**src/design/vpcp_pkg.sv**
```systemverilog
// ----------------------------------------------------------------------------
// Vector picture command parser package
// Shared widths, request codes, result kinds and the queue entry type.
// ----------------------------------------------------------------------------
package vpcp_pkg;

    localparam int BYTE_W             = 8;
    localparam int OUT_COORD_W        = 10;
    localparam int KIND_W             = 3;
    localparam int TARGET_W           = 2;
    localparam int COORD_BITS_DEFAULT = 10;
    localparam int COORD_BITS_MAX     = 16;
    localparam int QUEUE_DEPTH        = 2;
    localparam int OP_W               = 4;

    // Requests passed from the front to the back
    localparam logic [OP_W-1:0] OP_SET_VIS   = 4'd0;
    localparam logic [OP_W-1:0] OP_CLR_VIS   = 4'd1;
    localparam logic [OP_W-1:0] OP_SET_PRI   = 4'd2;
    localparam logic [OP_W-1:0] OP_CLR_PRI   = 4'd3;
    localparam logic [OP_W-1:0] OP_START_X   = 4'd4;
    localparam logic [OP_W-1:0] OP_START_Y_V = 4'd5;
    localparam logic [OP_W-1:0] OP_START_Y_H = 4'd6;
    localparam logic [OP_W-1:0] OP_CORNER    = 4'd7;
    localparam logic [OP_W-1:0] OP_HOLD      = 4'd8;
    localparam logic [OP_W-1:0] OP_ABS_Y     = 4'd9;
    localparam logic [OP_W-1:0] OP_REL       = 4'd10;
    localparam logic [OP_W-1:0] OP_FILL_Y    = 4'd11;
    localparam logic [OP_W-1:0] OP_PLOT_Y    = 4'd12;
    localparam logic [OP_W-1:0] OP_END       = 4'd13;
    localparam logic [OP_W-1:0] OP_ERR       = 4'd14;

    // Result kinds
    localparam logic [KIND_W-1:0] KIND_LINE = 3'd0;
    localparam logic [KIND_W-1:0] KIND_FILL = 3'd1;
    localparam logic [KIND_W-1:0] KIND_PLOT = 3'd2;
    localparam logic [KIND_W-1:0] KIND_END  = 3'd3;
    localparam logic [KIND_W-1:0] KIND_ERR  = 3'd4;

    // Fill targets
    localparam logic [TARGET_W-1:0] TGT_BOTH = 2'd0;
    localparam logic [TARGET_W-1:0] TGT_PRI  = 2'd1;
    localparam logic [TARGET_W-1:0] TGT_VIS  = 2'd2;

    // Stream bytes
    localparam logic [BYTE_W-1:0] BYTE_SET_VIS  = 8'hF0;
    localparam logic [BYTE_W-1:0] BYTE_CLR_VIS  = 8'hF1;
    localparam logic [BYTE_W-1:0] BYTE_SET_PRI  = 8'hF2;
    localparam logic [BYTE_W-1:0] BYTE_CLR_PRI  = 8'hF3;
    localparam logic [BYTE_W-1:0] BYTE_CORNER_Y = 8'hF4;
    localparam logic [BYTE_W-1:0] BYTE_REL      = 8'hF7;
    localparam logic [BYTE_W-1:0] BYTE_FILL     = 8'hF8;
    localparam logic [BYTE_W-1:0] BYTE_PEN      = 8'hF9;
    localparam logic [BYTE_W-1:0] BYTE_PLOT     = 8'hFA;
    localparam logic [BYTE_W-1:0] BYTE_END      = 8'hFF;
    localparam logic [BYTE_W-1:0] BYTE_OPC_MIN  = 8'hF0;

    localparam int PEN_SKIP_BIT = 5;

    localparam logic [BYTE_W-1:0] PRI_FILL_BG = 8'd4;
    localparam logic [BYTE_W-1:0] VIS_FILL_BG = 8'd15;

    typedef struct packed {
        logic [OP_W-1:0]   op;
        logic [BYTE_W-1:0] data;
    } vpcp_req_t;

endpackage

```
**src/design/vector_picture_command_parser.sv**
```systemverilog
// ----------------------------------------------------------------------------
// Vector picture command parser
// Parses a picture byte stream into line, fill, plot, end and error commands.
// ----------------------------------------------------------------------------
// The input channel (in_valid, in_ready, data_byte) takes one picture byte per
// request. The output channel (out_valid, out_ready and the result fields)
// gives at most one drawing command per byte; bytes that only change parser
// state give no result.
// A front end tracks the parse phase and turns each byte into a request; a
// two-entry queue feeds the back end, which holds pen position and colours and
// registers the result. An accepted byte is written to a queue entry and its
// result then to the result register. Throughput is one byte per cycle while
// the receiver takes results.
// When the receiver stalls, the result register holds, the queue fills, and
// in_ready falls once both entries are occupied; nothing is dropped.
// Reset clears the parse phase, colours, pen position and the queue; the block
// is ready for the first byte as soon as reset is released. End of
// picture and unknown opcodes return all state to its reset value.
// ----------------------------------------------------------------------------
module vector_picture_command_parser
    import vpcp_pkg::*;
#(
    parameter int COORD_BITS = COORD_BITS_DEFAULT
)
(
    input  logic                    clk,
    input  logic                    rst_n,
    input  logic                    in_valid,
    output logic                    in_ready,
    input  logic [BYTE_W-1:0]       data_byte,
    output logic                    out_valid,
    input  logic                    out_ready,
    output logic [KIND_W-1:0]       kind,
    output logic [OUT_COORD_W-1:0]  start_x,
    output logic [OUT_COORD_W-1:0]  start_y,
    output logic [OUT_COORD_W-1:0]  end_x,
    output logic [OUT_COORD_W-1:0]  end_y,
    output logic                    visual_on,
    output logic [BYTE_W-1:0]       visual_color,
    output logic                    priority_on,
    output logic [BYTE_W-1:0]       priority_color,
    output logic [TARGET_W-1:0]     fill_target,
    output logic [BYTE_W-1:0]       bad_opcode
);

    logic      fq_valid;
    logic      fq_ready;
    vpcp_req_t fq_req;
    logic      qb_valid;
    logic      qb_ready;
    vpcp_req_t qb_req;

    vpcp_front u_front (
        .clk       (clk),
        .rst_n     (rst_n),
        .in_valid  (in_valid),
        .in_ready  (in_ready),
        .data_byte (data_byte),
        .req_valid (fq_valid),
        .req_ready (fq_ready),
        .req       (fq_req)
    );

    vpcp_queue u_queue (
        .clk      (clk),
        .rst_n    (rst_n),
        .wr_valid (fq_valid),
        .wr_ready (fq_ready),
        .wr_req   (fq_req),
        .rd_valid (qb_valid),
        .rd_ready (qb_ready),
        .rd_req   (qb_req)
    );

    vpcp_back #(
        .COORD_BITS (COORD_BITS)
    ) u_back (
        .clk            (clk),
        .rst_n          (rst_n),
        .req_valid      (qb_valid),
        .req_ready      (qb_ready),
        .req            (qb_req),
        .out_valid      (out_valid),
        .out_ready      (out_ready),
        .kind           (kind),
        .start_x        (start_x),
        .start_y        (start_y),
        .end_x          (end_x),
        .end_y          (end_y),
        .visual_on      (visual_on),
        .visual_color   (visual_color),
        .priority_on    (priority_on),
        .priority_color (priority_color),
        .fill_target    (fill_target),
        .bad_opcode     (bad_opcode)
    );

endmodule

```
**src/design/vpcp_front.sv**
```systemverilog
// ----------------------------------------------------------------------------
// Vector picture command parser front end
// Tracks the parse phase and active command and turns each byte into a request.
// ----------------------------------------------------------------------------
module vpcp_front
    import vpcp_pkg::*;
(
    input  logic              clk,
    input  logic              rst_n,
    input  logic              in_valid,
    output logic              in_ready,
    input  logic [BYTE_W-1:0] data_byte,
    output logic              req_valid,
    input  logic              req_ready,
    output vpcp_req_t         req
);

    localparam logic [3:0] PH_OPC     = 4'd0;
    localparam logic [3:0] PH_VCOL    = 4'd1;
    localparam logic [3:0] PH_PCOL    = 4'd2;
    localparam logic [3:0] PH_PEN     = 4'd3;
    localparam logic [3:0] PH_START_X = 4'd4;
    localparam logic [3:0] PH_START_Y = 4'd5;
    localparam logic [3:0] PH_LOOP    = 4'd6;
    localparam logic [3:0] PH_ABS_Y   = 4'd7;
    localparam logic [3:0] PH_FILL_Y  = 4'd8;
    localparam logic [3:0] PH_PLOT_X  = 4'd9;
    localparam logic [3:0] PH_PLOT_Y  = 4'd10;

    localparam logic [3:0] CMD_NONE     = 4'h0;
    localparam logic [3:0] CMD_CORNER_Y = 4'h4;
    localparam logic [3:0] CMD_CORNER_X = 4'h5;
    localparam logic [3:0] CMD_ABS      = 4'h6;
    localparam logic [3:0] CMD_REL      = 4'h7;
    localparam logic [3:0] CMD_FILL     = 4'h8;
    localparam logic [3:0] CMD_PLOT     = 4'hA;

    logic [3:0] phase_reg, phase_next;
    logic [3:0] cmd_reg, cmd_next;
    logic       pen_skip_reg, pen_skip_next;

    // opcode decode
    logic [3:0]      opc_phase;
    logic [3:0]      opc_cmd;
    logic            opc_pen_skip;
    logic            opc_push;
    logic [OP_W-1:0] opc_op;

    logic            push;
    logic [OP_W-1:0] push_op;
    logic            take;

    always_comb
    begin
        opc_phase    = PH_OPC;
        opc_cmd      = cmd_reg;
        opc_pen_skip = pen_skip_reg;
        opc_push     = 1'b0;
        opc_op       = OP_ERR;
        case (data_byte)
            BYTE_SET_VIS: opc_phase = PH_VCOL;
            BYTE_CLR_VIS:
            begin
                opc_push = 1'b1;
                opc_op   = OP_CLR_VIS;
            end
            BYTE_SET_PRI: opc_phase = PH_PCOL;
            BYTE_CLR_PRI:
            begin
                opc_push = 1'b1;
                opc_op   = OP_CLR_PRI;
            end
            BYTE_PEN: opc_phase = PH_PEN;
            BYTE_FILL, BYTE_PLOT:
            begin
                opc_cmd   = data_byte[3:0];
                opc_phase = PH_LOOP;
            end
            BYTE_END:
            begin
                opc_push     = 1'b1;
                opc_op       = OP_END;
                opc_cmd      = CMD_NONE;
                opc_pen_skip = 1'b0;
            end
            default:
            begin
                if (data_byte inside {[BYTE_CORNER_Y:BYTE_REL]})
                begin
                    opc_cmd   = data_byte[3:0];
                    opc_phase = PH_START_X;
                end
                else
                begin
                    opc_push     = 1'b1;
                    opc_op       = OP_ERR;
                    opc_cmd      = CMD_NONE;
                    opc_pen_skip = 1'b0;
                end
            end
        endcase
    end

    always_comb
    begin
        phase_next    = phase_reg;
        cmd_next      = cmd_reg;
        pen_skip_next = pen_skip_reg;
        push          = 1'b0;
        push_op       = OP_ERR;
        case (phase_reg)
            PH_VCOL:
            begin
                push       = 1'b1;
                push_op    = OP_SET_VIS;
                phase_next = PH_OPC;
            end
            PH_PCOL:
            begin
                push       = 1'b1;
                push_op    = OP_SET_PRI;
                phase_next = PH_OPC;
            end
            PH_PEN:
            begin
                pen_skip_next = data_byte[PEN_SKIP_BIT];
                phase_next    = PH_OPC;
            end
            PH_START_X:
            begin
                push       = 1'b1;
                push_op    = OP_START_X;
                phase_next = PH_START_Y;
            end
            PH_START_Y:
            begin
                push       = 1'b1;
                push_op    = (cmd_reg == CMD_CORNER_X) ? OP_START_Y_H : OP_START_Y_V;
                phase_next = PH_LOOP;
            end
            PH_ABS_Y:
            begin
                push       = 1'b1;
                push_op    = OP_ABS_Y;
                phase_next = PH_LOOP;
            end
            PH_FILL_Y:
            begin
                push       = 1'b1;
                push_op    = OP_FILL_Y;
                phase_next = PH_LOOP;
            end
            PH_PLOT_X:
            begin
                push       = 1'b1;
                push_op    = OP_HOLD;
                phase_next = PH_PLOT_Y;
            end
            PH_PLOT_Y:
            begin
                push       = 1'b1;
                push_op    = OP_PLOT_Y;
                phase_next = PH_LOOP;
            end
            PH_LOOP:
            begin
                if (data_byte >= BYTE_OPC_MIN)
                begin
                    phase_next    = opc_phase;
                    cmd_next      = opc_cmd;
                    pen_skip_next = opc_pen_skip;
                    push          = opc_push;
                    push_op       = opc_op;
                end
                else
                begin
                    case (cmd_reg)
                        CMD_CORNER_Y, CMD_CORNER_X:
                        begin
                            push    = 1'b1;
                            push_op = OP_CORNER;
                        end
                        CMD_ABS:
                        begin
                            push       = 1'b1;
                            push_op    = OP_HOLD;
                            phase_next = PH_ABS_Y;
                        end
                        CMD_REL:
                        begin
                            push    = 1'b1;
                            push_op = OP_REL;
                        end
                        CMD_FILL:
                        begin
                            push       = 1'b1;
                            push_op    = OP_HOLD;
                            phase_next = PH_FILL_Y;
                        end
                        CMD_PLOT:
                        begin
                            if (pen_skip_reg)
                            begin
                                phase_next = PH_PLOT_X;
                            end
                            else
                            begin
                                push       = 1'b1;
                                push_op    = OP_HOLD;
                                phase_next = PH_PLOT_Y;
                            end
                        end
                        default:
                        begin
                            phase_next    = opc_phase;
                            cmd_next      = opc_cmd;
                            pen_skip_next = opc_pen_skip;
                            push          = opc_push;
                            push_op       = opc_op;
                        end
                    endcase
                end
            end
            default:
            begin
                phase_next    = opc_phase;
                cmd_next      = opc_cmd;
                pen_skip_next = opc_pen_skip;
                push          = opc_push;
                push_op       = opc_op;
            end
        endcase
    end

    assign in_ready  = req_ready;
    assign take      = in_valid && in_ready;
    assign req_valid = take && push;
    assign req.op    = push_op;
    assign req.data  = data_byte;

    always_ff @(posedge clk or negedge rst_n)
    begin
        if (!rst_n)
        begin
            phase_reg    <= PH_OPC;
            cmd_reg      <= CMD_NONE;
            pen_skip_reg <= 1'b0;
        end
        else if (take)
        begin
            phase_reg    <= phase_next;
            cmd_reg      <= cmd_next;
            pen_skip_reg <= pen_skip_next;
        end
    end

endmodule

```
**src/design/vpcp_queue.sv**
```systemverilog
// ----------------------------------------------------------------------------
// Vector picture command parser request queue
// Short first-in first-out buffer between the front and the back.
// ----------------------------------------------------------------------------
module vpcp_queue
    import vpcp_pkg::*;
(
    input  logic      clk,
    input  logic      rst_n,
    input  logic      wr_valid,
    output logic      wr_ready,
    input  vpcp_req_t wr_req,
    output logic      rd_valid,
    input  logic      rd_ready,
    output vpcp_req_t rd_req
);

    localparam int PTR_W = (QUEUE_DEPTH > 1) ? $clog2(QUEUE_DEPTH) : 1;
    localparam int CNT_W = $clog2(QUEUE_DEPTH + 1);
    localparam logic [CNT_W-1:0] FULL_COUNT = CNT_W'(QUEUE_DEPTH);
    localparam logic [PTR_W-1:0] LAST_PTR   = PTR_W'(QUEUE_DEPTH - 1);

    vpcp_req_t        entry_reg [QUEUE_DEPTH];
    logic [PTR_W-1:0] wr_ptr_reg, wr_ptr_next;
    logic [PTR_W-1:0] rd_ptr_reg, rd_ptr_next;
    logic [CNT_W-1:0] count_reg, count_next;
    logic             do_wr;
    logic             do_rd;

    assign wr_ready = (count_reg != FULL_COUNT);
    assign rd_valid = (count_reg != '0);
    assign rd_req   = entry_reg[rd_ptr_reg];
    assign do_wr    = wr_valid && wr_ready;
    assign do_rd    = rd_valid && rd_ready;

    always_comb
    begin
        wr_ptr_next = wr_ptr_reg;
        rd_ptr_next = rd_ptr_reg;
        count_next  = count_reg;
        if (do_wr)
        begin
            wr_ptr_next = (wr_ptr_reg == LAST_PTR) ? '0 : wr_ptr_reg + 1'b1;
        end
        if (do_rd)
        begin
            rd_ptr_next = (rd_ptr_reg == LAST_PTR) ? '0 : rd_ptr_reg + 1'b1;
        end
        if (do_wr && !do_rd)
        begin
            count_next = count_reg + 1'b1;
        end
        else if (do_rd && !do_wr)
        begin
            count_next = count_reg - 1'b1;
        end
    end

    always_ff @(posedge clk or negedge rst_n)
    begin
        if (!rst_n)
        begin
            wr_ptr_reg <= '0;
            rd_ptr_reg <= '0;
            count_reg  <= '0;
        end
        else
        begin
            wr_ptr_reg <= wr_ptr_next;
            rd_ptr_reg <= rd_ptr_next;
            count_reg  <= count_next;
        end
    end

    always_ff @(posedge clk)
    begin
        if (do_wr)
        begin
            entry_reg[wr_ptr_reg] <= wr_req;
        end
    end

endmodule

```
**src/design/vpcp_back.sv**
```systemverilog
// ----------------------------------------------------------------------------
// Vector picture command parser back end
// Holds pen position and colours, carries out requests and registers results.
// ----------------------------------------------------------------------------
module vpcp_back
    import vpcp_pkg::*;
#(
    parameter int COORD_BITS = COORD_BITS_DEFAULT
)
(
    input  logic                    clk,
    input  logic                    rst_n,
    input  logic                    req_valid,
    output logic                    req_ready,
    input  vpcp_req_t               req,
    output logic                    out_valid,
    input  logic                    out_ready,
    output logic [KIND_W-1:0]       kind,
    output logic [OUT_COORD_W-1:0]  start_x,
    output logic [OUT_COORD_W-1:0]  start_y,
    output logic [OUT_COORD_W-1:0]  end_x,
    output logic [OUT_COORD_W-1:0]  end_y,
    output logic                    visual_on,
    output logic [BYTE_W-1:0]       visual_color,
    output logic                    priority_on,
    output logic [BYTE_W-1:0]       priority_color,
    output logic [TARGET_W-1:0]     fill_target,
    output logic [BYTE_W-1:0]       bad_opcode
);

    localparam logic signed [COORD_BITS-1:0] COORD_HI = {1'b0, {(COORD_BITS-1){1'b1}}};
    localparam logic signed [COORD_BITS-1:0] COORD_LO = {1'b1, {(COORD_BITS-1){1'b0}}};

    function automatic logic signed [COORD_BITS-1:0] byte_coord(input logic [BYTE_W-1:0] b);
        return COORD_BITS'(b);
    endfunction

    function automatic logic [OUT_COORD_W-1:0] out_coord(input logic signed [COORD_BITS-1:0] v);
        logic signed [COORD_BITS_MAX-1:0] w;
        w = COORD_BITS_MAX'(v);
        return w[OUT_COORD_W-1:0];
    endfunction

    function automatic logic signed [COORD_BITS-1:0] rel_step(
        input logic signed [COORD_BITS-1:0] cur,
        input logic                         neg,
        input logic [2:0]                   mag
    );
        logic signed [3:0]          d;
        logic signed [COORD_BITS:0] s;
        d = neg ? -$signed({1'b0, mag}) : $signed({1'b0, mag});
        s = $signed({cur[COORD_BITS-1], cur}) + (COORD_BITS+1)'(d);
        if (s[COORD_BITS] != s[COORD_BITS-1])
        begin
            return s[COORD_BITS] ? COORD_LO : COORD_HI;
        end
        return s[COORD_BITS-1:0];
    endfunction

    logic                         vis_en_reg, vis_en_next;
    logic [BYTE_W-1:0]            vis_col_reg, vis_col_next;
    logic                         pri_en_reg, pri_en_next;
    logic [BYTE_W-1:0]            pri_col_reg, pri_col_next;
    logic signed [COORD_BITS-1:0] cur_x_reg, cur_x_next;
    logic signed [COORD_BITS-1:0] cur_y_reg, cur_y_next;
    logic [BYTE_W-1:0]            held_reg, held_next;
    logic                         corner_reg, corner_next;

    logic                         out_valid_reg, out_valid_next;
    logic [KIND_W-1:0]            kind_reg, kind_next;
    logic [OUT_COORD_W-1:0]       sx_reg, sx_next, sy_reg, sy_next;
    logic [OUT_COORD_W-1:0]       ex_reg, ex_next, ey_reg, ey_next;
    logic                         von_reg, von_next, pon_reg, pon_next;
    logic [BYTE_W-1:0]            vcol_out_reg, vcol_out_next;
    logic [BYTE_W-1:0]            pcol_out_reg, pcol_out_next;
    logic [TARGET_W-1:0]          tgt_reg, tgt_next;
    logic [BYTE_W-1:0]            bad_reg, bad_next;

    logic                         pop;
    logic                         emit;
    logic                         line_go;
    logic signed [COORD_BITS-1:0] line_x, line_y;
    logic                         any_on;

    assign pop       = req_valid && (!out_valid_reg || out_ready);
    assign req_ready = !out_valid_reg || out_ready;
    assign any_on    = vis_en_reg || pri_en_reg;

    always_comb
    begin
        vis_en_next   = vis_en_reg;
        vis_col_next  = vis_col_reg;
        pri_en_next   = pri_en_reg;
        pri_col_next  = pri_col_reg;
        cur_x_next    = cur_x_reg;
        cur_y_next    = cur_y_reg;
        held_next     = held_reg;
        corner_next   = corner_reg;
        line_go       = 1'b0;
        line_x        = cur_x_reg;
        line_y        = cur_y_reg;
        emit          = 1'b0;
        kind_next     = KIND_LINE;
        sx_next       = out_coord(cur_x_reg);
        sy_next       = out_coord(cur_y_reg);
        ex_next       = '0;
        ey_next       = '0;
        von_next      = vis_en_reg;
        vcol_out_next = vis_col_reg;
        pon_next      = pri_en_reg;
        pcol_out_next = pri_col_reg;
        tgt_next      = TGT_BOTH;
        bad_next      = '0;
        case (req.op)
            OP_SET_VIS:
            begin
                vis_col_next = req.data;
                vis_en_next  = 1'b1;
            end
            OP_CLR_VIS: vis_en_next = 1'b0;
            OP_SET_PRI:
            begin
                pri_col_next = req.data;
                pri_en_next  = 1'b1;
            end
            OP_CLR_PRI: pri_en_next = 1'b0;
            OP_START_X: cur_x_next = byte_coord(req.data);
            OP_START_Y_V:
            begin
                cur_y_next  = byte_coord(req.data);
                corner_next = 1'b0;
            end
            OP_START_Y_H:
            begin
                cur_y_next  = byte_coord(req.data);
                corner_next = 1'b1;
            end
            OP_CORNER:
            begin
                line_go     = 1'b1;
                corner_next = !corner_reg;
                if (corner_reg)
                begin
                    line_x = byte_coord(req.data);
                end
                else
                begin
                    line_y = byte_coord(req.data);
                end
            end
            OP_HOLD: held_next = req.data;
            OP_ABS_Y:
            begin
                line_go = 1'b1;
                line_x  = byte_coord(held_reg);
                line_y  = byte_coord(req.data);
            end
            OP_REL:
            begin
                line_go = 1'b1;
                line_x  = rel_step(cur_x_reg, req.data[7], req.data[6:4]);
                line_y  = rel_step(cur_y_reg, req.data[3], req.data[2:0]);
            end
            OP_FILL_Y:
            begin
                kind_next = KIND_FILL;
                sx_next   = out_coord(byte_coord(held_reg));
                sy_next   = out_coord(byte_coord(req.data));
                if (vis_en_reg && pri_en_reg)
                begin
                    emit     = 1'b1;
                    tgt_next = TGT_BOTH;
                end
                else if (pri_en_reg && pri_col_reg != PRI_FILL_BG)
                begin
                    emit     = 1'b1;
                    tgt_next = TGT_PRI;
                end
                else if (vis_en_reg && vis_col_reg != VIS_FILL_BG)
                begin
                    emit     = 1'b1;
                    tgt_next = TGT_VIS;
                end
            end
            OP_PLOT_Y:
            begin
                kind_next = KIND_PLOT;
                sx_next   = out_coord(byte_coord(held_reg));
                sy_next   = out_coord(byte_coord(req.data));
                emit      = any_on;
            end
            OP_END, OP_ERR:
            begin
                emit          = 1'b1;
                kind_next     = (req.op == OP_END) ? KIND_END : KIND_ERR;
                bad_next      = (req.op == OP_END) ? '0 : req.data;
                sx_next       = '0;
                sy_next       = '0;
                von_next      = 1'b0;
                vcol_out_next = '0;
                pon_next      = 1'b0;
                pcol_out_next = '0;
                vis_en_next   = 1'b0;
                vis_col_next  = '0;
                pri_en_next   = 1'b0;
                pri_col_next  = '0;
                cur_x_next    = '0;
                cur_y_next    = '0;
                held_next     = '0;
                corner_next   = 1'b0;
            end
            default:
            begin
                emit = 1'b0;
            end
        endcase
        if (line_go)
        begin
            emit       = any_on;
            ex_next    = out_coord(line_x);
            ey_next    = out_coord(line_y);
            cur_x_next = line_x;
            cur_y_next = line_y;
        end
    end

    always_comb
    begin
        out_valid_next = out_valid_reg;
        if (pop)
        begin
            out_valid_next = emit;
        end
        else if (out_ready)
        begin
            out_valid_next = 1'b0;
        end
    end

    always_ff @(posedge clk or negedge rst_n)
    begin
        if (!rst_n)
        begin
            vis_en_reg    <= 1'b0;
            vis_col_reg   <= '0;
            pri_en_reg    <= 1'b0;
            pri_col_reg   <= '0;
            cur_x_reg     <= '0;
            cur_y_reg     <= '0;
            held_reg      <= '0;
            corner_reg    <= 1'b0;
            out_valid_reg <= 1'b0;
        end
        else
        begin
            out_valid_reg <= out_valid_next;
            if (pop)
            begin
                vis_en_reg  <= vis_en_next;
                vis_col_reg <= vis_col_next;
                pri_en_reg  <= pri_en_next;
                pri_col_reg <= pri_col_next;
                cur_x_reg   <= cur_x_next;
                cur_y_reg   <= cur_y_next;
                held_reg    <= held_next;
                corner_reg  <= corner_next;
            end
        end
    end

    always_ff @(posedge clk)
    begin
        if (pop && emit)
        begin
            kind_reg     <= kind_next;
            sx_reg       <= sx_next;
            sy_reg       <= sy_next;
            ex_reg       <= ex_next;
            ey_reg       <= ey_next;
            von_reg      <= von_next;
            vcol_out_reg <= vcol_out_next;
            pon_reg      <= pon_next;
            pcol_out_reg <= pcol_out_next;
            tgt_reg      <= tgt_next;
            bad_reg      <= bad_next;
        end
    end

    assign out_valid      = out_valid_reg;
    assign kind           = kind_reg;
    assign start_x        = sx_reg;
    assign start_y        = sy_reg;
    assign end_x          = ex_reg;
    assign end_y          = ey_reg;
    assign visual_on      = von_reg;
    assign visual_color   = vcol_out_reg;
    assign priority_on    = pon_reg;
    assign priority_color = pcol_out_reg;
    assign fill_target    = tgt_reg;
    assign bad_opcode     = bad_reg;

    a_reset_on_end: assert property (@(posedge clk) disable iff (!rst_n)
        (pop && (req.op == OP_END || req.op == OP_ERR)) |=>
            (!vis_en_reg && !pri_en_reg && cur_x_reg == '0 && cur_y_reg == '0))
        else $error("state not cleared after end or error");

    a_line_has_colour: assert property (@(posedge clk) disable iff (!rst_n)
        (out_valid_reg && (kind_reg == KIND_LINE || kind_reg == KIND_PLOT)) |->
            (von_reg || pon_reg))
        else $error("line or plot emitted with both colours off");

    a_end_clean: assert property (@(posedge clk) disable iff (!rst_n)
        (out_valid_reg && kind_reg == KIND_END) |->
            (sx_reg == '0 && sy_reg == '0 && !von_reg && !pon_reg && bad_reg == '0))
        else $error("end of picture carries stale fields");

    a_no_pop_when_stalled: assert property (@(posedge clk) disable iff (!rst_n)
        (out_valid_reg && !out_ready) |-> !pop)
        else $error("request taken while result is stalled");

endmodule

```
**config.mk**
```make
export PLATFORM = sky130hd
export DESIGN_NAME = vector_picture_command_parser
export DESIGN_NICKNAME = d
export VERILOG_FILES = /design/src/design/vpcp_pkg.sv /design/src/design/vector_picture_command_parser.sv /design/src/design/vpcp_front.sv /design/src/design/vpcp_queue.sv /design/src/design/vpcp_back.sv
export SDC_FILE = /design/constraint.sdc
export NUM_CORES = 1
export LEC_CHECK = 0
export BUFFER_PORTS_ARGS = -buffer_cell sky130_fd_sc_hd__clkbuf_2
export CORE_ASPECT_RATIO = 0.8
export CORE_MARGIN = 2
export CORE_UTILIZATION = 60
export CTS_CLUSTER_DIAMETER = 200
export DETAILED_ROUTE_END_ITERATION = 7
export PLACE_DENSITY = 0.81
export SLEW_MARGIN = 20
export SYNTH_ARGS = -nofsm -noshare
export SYNTH_HDL_FRONTEND = slang
export SYNTH_SLANG_ARGS = --single-unit
```
**constraint.sdc**
```tcl
create_clock -name clk -period 6.4 [get_ports clk]
set_clock_uncertainty 0.05 [all_clocks]
set_input_delay 0.32 -clock clk [delete_from_list [all_inputs] [get_ports clk]]
set_output_delay 0.32 -clock clk [all_outputs]
set_load 0.005 [all_outputs]
```
==> out/qor.yml, run 1 <==
finish:
  mostFrequentLayoutCell: "edfxtp_1"
  antenna_cells: 0
  drive_above_1_share_pct: 18.5
  final_cell_mix: "edfxtp_1 (95), clkbuf_2 (84), nor2_1 (76)"
  design_area_um2: 9590
  area_delta_synth_final_pct: 13.2
  final_nets: 929
  largest_reg_flops: 24
logic_synthesis:
  synth-seq-cells: 156
  synth_top_area_share_pct: 33.7
  ys_types: 83
  postSynthAreaPerCell_um2: 10.2
  yosys_warnings: 0
  synth_fp_nets: 860
  netlist_instances: 830
  ys_seq_area_share_pct: 51.7
  synth-edff-count: 95
  synth_ff_type: "edfxtp_1"
  synth_area_um2: 8470
  yosys-top-cells-area: "edfxtp_1 (34%), dfrtp_1 (18%), o21ai_0 (4.1%)"
  synth_largest_area_cell: "edfxtp_1"
  postSynth.asyncResetShare_pct: 39.1
floorplanning:
  die_w_um: 137
  die_area_um2: 15100
  initial_core_util_pct: 61.8
  ios: 85
  num_rows: 38
  core-area_um2: 13700
  die_h_um: 110
timing:
  finalSetupViolations: 0
  clock.fmax_mhz: 208
  max_slew.worst_pin.slew_ns: 1.05
  fin_tns_setup_ns: 0
  rsz0062_at_grt: "no"
  slew_headroom_pct: 29.9
  slew_viol_final: 0
  hold_viol_final: 0
  fin_crit_ns: 4.82
  fin_crit_sh_pct: 75.3
placed_design:
  dpl-instance-area_um2: 9020
  dp_hpwl_um: 14800
  io_buffers: 84
  gp_congestion: 0.948
drt:
  drtPass1Iterations: 6
  wl_per_cell_um: 20.1
  vias: 7149
  wl_um: 21900
  drc: 0
  ant_nets: 0
  viasPerCell: 6.55
  drt_iter0_markers: 1004
worst_setup_path:
  critical_path_class: "reg2reg"
  critical-path-slowest-cell: "dfrtp_1"
  cpLargestDelayFamily: "compound AO/OA/AOI/OAI gates"
  slowest_delay_ns: 1.03
  cp.buffers_inverters: 1
  crit_chain: "mux2i_1 -> buf_4 -> a31oi_1 -> ha_1 -> a21oi_1 -> o21ai_0 -> and3_1 -> or4b_1 -> nand2_2 -> o221ai_1 -> o31a_1"
  endpoint_kind: "register"
  cp.arrival_ns: 5.10
  required_ns: 6.68
  cp-start-kind: "register"
  crit_fanout: 30
cts:
  htreeDepth: 4
  insertion_delay_ns: 0.44
  cts_tree: "yes"
  cts_setup_buffers: 0
  clk_pin_slew_ns: 0.07
  cts_repair_resize_count: 0
  holdBufCountCts: 0
  cts_root_buf: "clkbuf_16"
  cts_buffer_depth: 2
  cts_sinks: 156
  cts_buffers: 17
grt:
  grt-ovfl-total: 0
  grt_pass1_wl_um: 35100
  grt_pass1_vias: 6737
  grt_max_degree: 62
  grt_antenna_before_repair: 0
  grtUsageTotal_pct: 30.7
hold_path:
  hp-class: "in2async"
pwr:
  powerDensity_nw_per_um2: 602
  p_leak_uw: 0.00384
  ir_worst_vdd_mv: 0.406
  power.total_uw: 5780
flow_run:
  cap_violations: 0
run_status:
  outcome: "completed"
## where the power goes
part           leakage [uW]  internal [uW]  switching (uW)  total [uW]
logic               0.00191           1070            1790        2860
clock network      0.000271            541             432         974
registers           0.00166           1610             335        1940
## through the flow
step	hold slack [ns]	utilization [%]	std cells	worst slack [ns]
final	0.0288	70.0	1092	1.58
after CTS	0.0530	70.0	1092	1.55
after floorplan	-0.0256	-	830	1.07
after global routing	0.0564	70.0	1092	1.26
after detailed placement	0.449	65.8	1060	1.57
after global placement	0.432	65.8	1060	1.79
## synth_stat cells, types with 15 or more instances
cell	number
nand3_1	31
and2_1	26
a21o_1	15
a21oi_1	44
o21ai_1	15
inv_1	23
dfrtp_1	61
o21ai_0	69
ha_1	16
clkbuf_1	30
edfxtp_1	95
nor2_1	77
nand2b_1	15
nand2_1	70
## final timing paths
kind,start,to,slack [ns],cells past startpoint
setup / recovery,u_queue.rd_ptr_reg,u_back.cur_x_reg[0],1.58,11
hold / removal,rst_n,u_back.held_reg[3],0.03,2
setup reg to reg,u_queue.rd_ptr_reg,u_back.cur_x_reg[0],1.58,11
hold reg to reg,u_queue.wr_ptr_reg,u_queue.wr_ptr_reg,0.47,1
max in group asynchronous,rst_n,u_back.pri_col_reg[7],5.73,2
min in group clk,data_byte[6],u_queue.entry_reg[1][6],0.06,1
## kinds of logic (layout without fill, tap and decap cells)
logic type | after synthesis | after routing | share of synthesized area (%)
AO/OA/AOI/OAI | 255 | 255 | 20.2
XOR/XNOR | 18 | 18 | 1.86
adder cells (fa/ha/maj) | 19 | 19 | 2.96
buffers and inverters | 70 | 152 | 3.50
flip-flops | 156 | 156 | 51.7
multiplexers | 21 | 21 | 2.65
AND/OR/NAND/NOR | 291 | 291 | 17.1
## area by class of cell
| class | instances | area, um^2 |
|---|---|---|
| tap | 180 | 225 |
| fill | 1031 | 4110 |
| inverter | 24 | 90.1 |
| clock buffer | 18 | 429 |
| clock inverter | 14 | 135 |
| timing repair buffer | 96 | 523 |
| multi-input combinational | 604 | 3810 |
| sequential | 156 | 4380 |
## layer usage
metal / part of all wire [%] / vias up / wire, um / global-route usage, %
met5: 0 / - / 0 / 0
met4: 2.5 / 0 / 559 / 13.0
met3: 9.6 / 69 / 2100 / 7.18
met2: 46 / 414 / 10200 / 48.0
met1: 42 / 3413 / 9110 / 41.5
li1: - / 3253 / - / -
No activity file was read; power rests on OpenSTA's default activity.
==> run 2: changes to the inputs <==
Settings changed: ABC_AREA set to 1.
Clock period 6.4 ns to 4.65 ns, I/O delays scaled along.
==> out/qor.yml, run 2 <==
logic_synthesis:
  netlist_instances: 975
  postSynthAreaPerCell_um2: 8.62
  synth_most_common_cell: "nand2_1"
  synth-edff-count: 95
  synthTopCellsByCount: "nand2_1 (238), inv_1 (170), edfxtp_1 (95)"
  ys_types: 55
  synth_mux_area_share_pct: 0
  yosys.area_share.adder_pct: 2.86
  synth-seq-cells: 156
  yosys_warnings: 0
  ys_seq_area_share_pct: 52.1
  synth_compound_area_share_pct: 12.3
  synth_area_um2: 8400
  synth_top_family_by_area: "simple AND/OR/NAND/NOR gates"
  yosys-top-cells-area: "edfxtp_1 (34%), dfrtp_1 (18%), nand2_1 (11%)"
  synth-simple-area-share_pct: 21.4
  synth_fp_nets: 1005
  synth_largest_area_cell: "edfxtp_1"
  synth_top_area_share_pct: 33.9
  postSynth.asyncResetShare_pct: 39.1
  synthXorXnorAreaFrac_pct: 2.19
  synth_ff_type: "edfxtp_1"
grt:
  grt_antenna_before_repair: 0
  grt-ovfl-total: 0
  grtUsageTotal_pct: 30.1
  grt_pass1_vias: 6554
  grt_pass1_wl_um: 34000
  grt_max_degree: 50
cts:
  cts_buffer_depth: 2
  cts_buffers: 17
  cts_tree: "yes"
  cts_setup_buffers: 0
  insertion_delay_ns: 0.43
  cts_root_buf: "clkbuf_16"
  clk_pin_slew_ns: 0.07
  htreeDepth: 4
  cts_sinks: 156
run_status:
  outcome: "completed"
timing:
  finalSetupViolations: 0
  whs_ns: 0.0267
  fin_crit_sh_pct: 90.2
  slew_viol_final: 0
  slew_headroom_pct: 30.9
  fin_tns_setup_ns: 0
  fin_crit_ns: 4.20
  rsz0062_at_grt: "no"
  hold_viol_final: 0
  max_slew.worst_pin.slew_ns: 1.03
  clock.fmax_mhz: 238
worst_setup_path:
  crit_end: "u_back.cur_x_reg[0]"
  timing.rr.end: "u_back.cur_x_reg[0]"
  crit_fanout: 16
  cp-startpoint: "u_queue.rd_ptr_reg"
  cp.arrival_ns: 4.48
  critical_path_class: "reg2reg"
  ff2ff_setup_slack_ns: 0.45
  cp-start-kind: "register"
  required_ns: 4.93
  r2r_cells: 19
  endpoint_kind: "register"
  r2r_start: "u_queue.rd_ptr_reg"
floorplanning:
  die_area_um2: 15000
  die_w_um: 136
  die_h_um: 110
  ios: 85
  core-area_um2: 13600
  num_rows: 38
  initial_core_util_pct: 61.6
drt:
  ant_nets: 0
  drc: 0
  viasPerCell: 5.64
  drt_iter0_markers: 881
  vias: 7180
  drtPass1Iterations: 5
  wl_um: 21300
  wl_per_cell_um: 16.7
placed_design:
  dpl-instance-area_um2: 9070
  io_buffers: 84
  dp_hpwl_um: 15200
  gp_congestion: 1.02
flow_run:
  cap_violations: 0
finish:
  drive_above_1_share_pct: 15.4
  mostFrequentLayoutCell: "nand2_1"
  post-route-util_pct: 70.9
  design_area_um2: 9680
  final_cell_mix: "nand2_1 (238), inv_1 (170), edfxtp_1 (95)"
  final_nets: 1109
  area_delta_synth_final_pct: 15.2
  largest_reg_flops: 24
  antenna_cells: 0
hold_path:
  hp-class: "in2reg"
==> run 2: final cells by class <==
class                   count  area (um^2)
well taps                 180          225
clock buffers              17          425
repair buffers            100          566
clock inverters            15          135
fillers                  1082         3970
multi-input cells         623         3270
inverters                 181          679
flip-flops and latches    156         4380
==> run 2: cells by family after synthesis <==
group / after synthesis
fa+ha+maj: 18
simple gates: 424
xor+xnor: 21
buf+inv: 196
compound gates: 160
flops: 156
==> run 2: metrics by stage <==
step                      instances  setup WS, ns
final                          1272         0.455
after global routing           1272        0.0948
after CTS                      1272         0.553
after detailed placement       1235         0.573
after global placement         1235         0.749
after floorplan                 975         0.390
==> run 2: per-layer routing <==
metal  share of wire, %  routed length (um)  up-vias  GRT usage, %
li1                   -                   -     3418             -
met1                 45                9600     3345          45.4
met2                 43                9210      388          44.1
met3                 10                2200       29          6.78
met4                1.2                 263        0          7.81
met5                  0                   0        -             0
==> run 2: worst min-delay path by stage <==
stage,cells past startpoint,slack [ns],from,endpoint
6_report,1,0.03,data_byte[0],u_queue.entry_reg[1][0]
5_1_grt,1,0.02,data_byte[0],u_queue.entry_reg[1][0]
3_5_place_dp,1,0.34,rst_n,u_front.cmd_reg[3]
3_3_place_gp,1,0.34,rst_n,u_front.cmd_reg[3]
2_1_floorplan,0,-0.11,rst_n,u_back.corner_reg
4_1_cts,1,0.004,data_byte[0],u_queue.entry_reg[1][0]
==> run 2: worst max-delay path, cell delays in order, from the launching register on <==
cell and delay [ns]:
dfrtp_1 0.58, o21ai_0 0.61, inv_1 0.22, ha_1 0.34, nand2_1 0.06, o21ai_0 0.17
fa_1 0.47, a21oi_1 0.17, o21bai_1 0.12, nand2_1 0.09, o211ai_1 0.12, nand2_1 0.10
a22o_1 0.20, nor2_1 0.07, inv_1 0.18, nand2_1 0.07, o21ai_0 0.24, nand3_1 0.12
nand2_1 0.08, inv_1 0.04
==> run 2: what timing repair did <==
item / in CTS / in global routing
setup endpoints to repair: 0 / 0
hold buffers: 5 / 0
resized for setup: 0 / 0
endpoints found under the hold margin: 35 / 0
Power of run 2 is not shown: default switching activity piles up to over one toggle a cycle in this logic, so the estimate is an artifact.
==> run 3: changes to the inputs <==
Settings changed: BUFFER_PORTS_ARGS -buffer_cell sky130_fd_sc_hd__clkbuf_2 to -buffer_cell sky130_fd_sc_hd__buf_2, CORE_UTILIZATION 60 to 24, PLACE_DENSITY 0.81 to unset, TNS_END_PERCENT set to 1.
==> out/qor.yml, run 3 (synthesis results as in run 2) <==
run_status:
  outcome: "completed"
cts:
  cts_buffers: 17
  cts_repair_resize_count: 0
  insertion_delay_ns: 0.45
  holdBufCountCts: 7
  htreeDepth: 4
  cts_setup_buffers: 0
  cts_buffer_depth: 2
  cts_root_buf: "clkbuf_16"
  cts_sinks: 156
  clk_pin_slew_ns: 0.07
  cts_tree: "yes"
floorplanning:
  initial_core_util_pct: 24.3
  core-area_um2: 34700
  ios: 85
  die_w_um: 213
  num_rows: 61
  die_h_um: 171
  die_area_um2: 36500
drt:
  wl_um: 24800
  ant_nets: 0
  drt_iter0_markers: 762
  viasPerCell: 4.53
  drc: 0
  wl_per_cell_um: 15.9
  vias: 7094
  drtPass1Iterations: 5
placed_design:
  io_buffers: 84
  dp_hpwl_um: 18400
  gp_congestion: 0.924
timing:
  slew_headroom_pct: 29.8
  slew_viol_final: 0
  hold_viol_final: 0
  finalSetupViolations: 0
  fin_crit_sh_pct: 92.4
  fin_crit_ns: 4.30
  max_slew.worst_pin.slew_ns: 1.05
  whs_ns: 0.0275
  clock.fmax_mhz: 233
  rsz0062_at_grt: "no"
  fin_tns_setup_ns: 0
grt:
  grt_antenna_before_repair: 0
  grt_max_degree: 45
  grt_pass1_vias: 6806
  grt-ovfl-total: 0
  grt_pass1_wl_um: 38100
  grtUsageTotal_pct: 13.8
worst_setup_path:
  cp-start-kind: "register"
  crit_fanout: 16
  endpoint_kind: "register"
  critical_path_class: "reg2reg"
  cp.arrival_ns: 4.44
  required_ns: 4.79
finish:
  final_nets: 1111
  multi_input_area_um2: 3270
  area_delta_synth_final_pct: 19.7
  mostFrequentLayoutCell: "nand2_1"
  antenna_cells: 0
  nFillCells: 3716
  final_cell_mix: "nand2_1 (238), inv_1 (170), edfxtp_1 (95)"
  drive_above_1_share_pct: 15.4
  largest_reg_flops: 24
  seq_area_um2: 4380
flow_run:
  cap_violations: 0
hold_path:
  hp-class: "in2reg"
-- run 3: path summary, 6_finish.rpt --
kind | start | to | slack (ns) | cells past startpoint
hold / removal | data_byte[0] | u_queue.entry_reg[0][0] | 0.03 | 1
max in group asynchronous | rst_n | u_back.vis_en_reg | 3.19 | 3
setup reg to reg | u_queue.rd_ptr_reg | u_back.end_x[0] | 0.35 | 17
setup / recovery | u_queue.rd_ptr_reg | u_back.end_x[0] | 0.35 | 17
hold reg to reg | u_queue.count_reg[1] | u_queue.count_reg[1] | 0.46 | 1
min in group asynchronous | rst_n | u_back.cur_y_reg[3] | 0.37 | 2
-- run 3: per-stage QoR --
stage / cell area, um^2 / worst slack [ns] / instances / util, %
2_1_floorplan: 8410 / 0.390 / 975 / -
6_report: 10100 / 0.351 / 1566 / 29.0
5_1_grt: 10100 / 0.0564 / 1566 / 29.0
3_3_place_gp: 9420 / 0.694 / 1527 / 27.2
3_5_place_dp: 9420 / 0.497 / 1527 / 27.2
4_1_cts: 10100 / 0.457 / 1566 / 29.0
-- run 3: final cells by class --
cell class / instances / area share [%]
Sequential cell: 156 / 43.5
Multi-Input combinational cell: 623 / 32.5
Inverter: 181 / 6.75
Tap cell: 472 / 5.87
Timing Repair Buffer: 102 / 5.70
Clock buffer: 17 / 4.23
Clock inverter: 15 / 1.46
-- run 3: metal layers --
| metal | up-vias | routed length, um | share of wire, % | track usage, % |
|---|---|---|---|---|
| met5 | - | 0 | 0 | 0 |
| met4 | 0 | 291 | 1.2 | 3.35 |
| met3 | 19 | 1870 | 7.5 | 3.72 |
| met2 | 239 | 11000 | 44 | 21.4 |
| met1 | 3407 | 11700 | 47 | 19.1 |
| li1 | 3429 | - | - | - |
-- run 3: critical path, stage by stage, from the launching register on --
cell and delay, ns:
dfrtp_1 0.59, o21ai_0 0.58, inv_1 0.28, ha_1 0.35, nand2_1 0.07, o21ai_0 0.16, fa_1 0.49, a21oi_1 0.21
o21bai_1 0.13, nand2_1 0.09, o211ai_1 0.12, nand2_1 0.09, a22o_1 0.20, nor2_1 0.08, inv_1 0.19, nand2_1 0.07
o21ai_0 0.21, nand2_1 0.09
Power of run 3 is left out for the same reason.
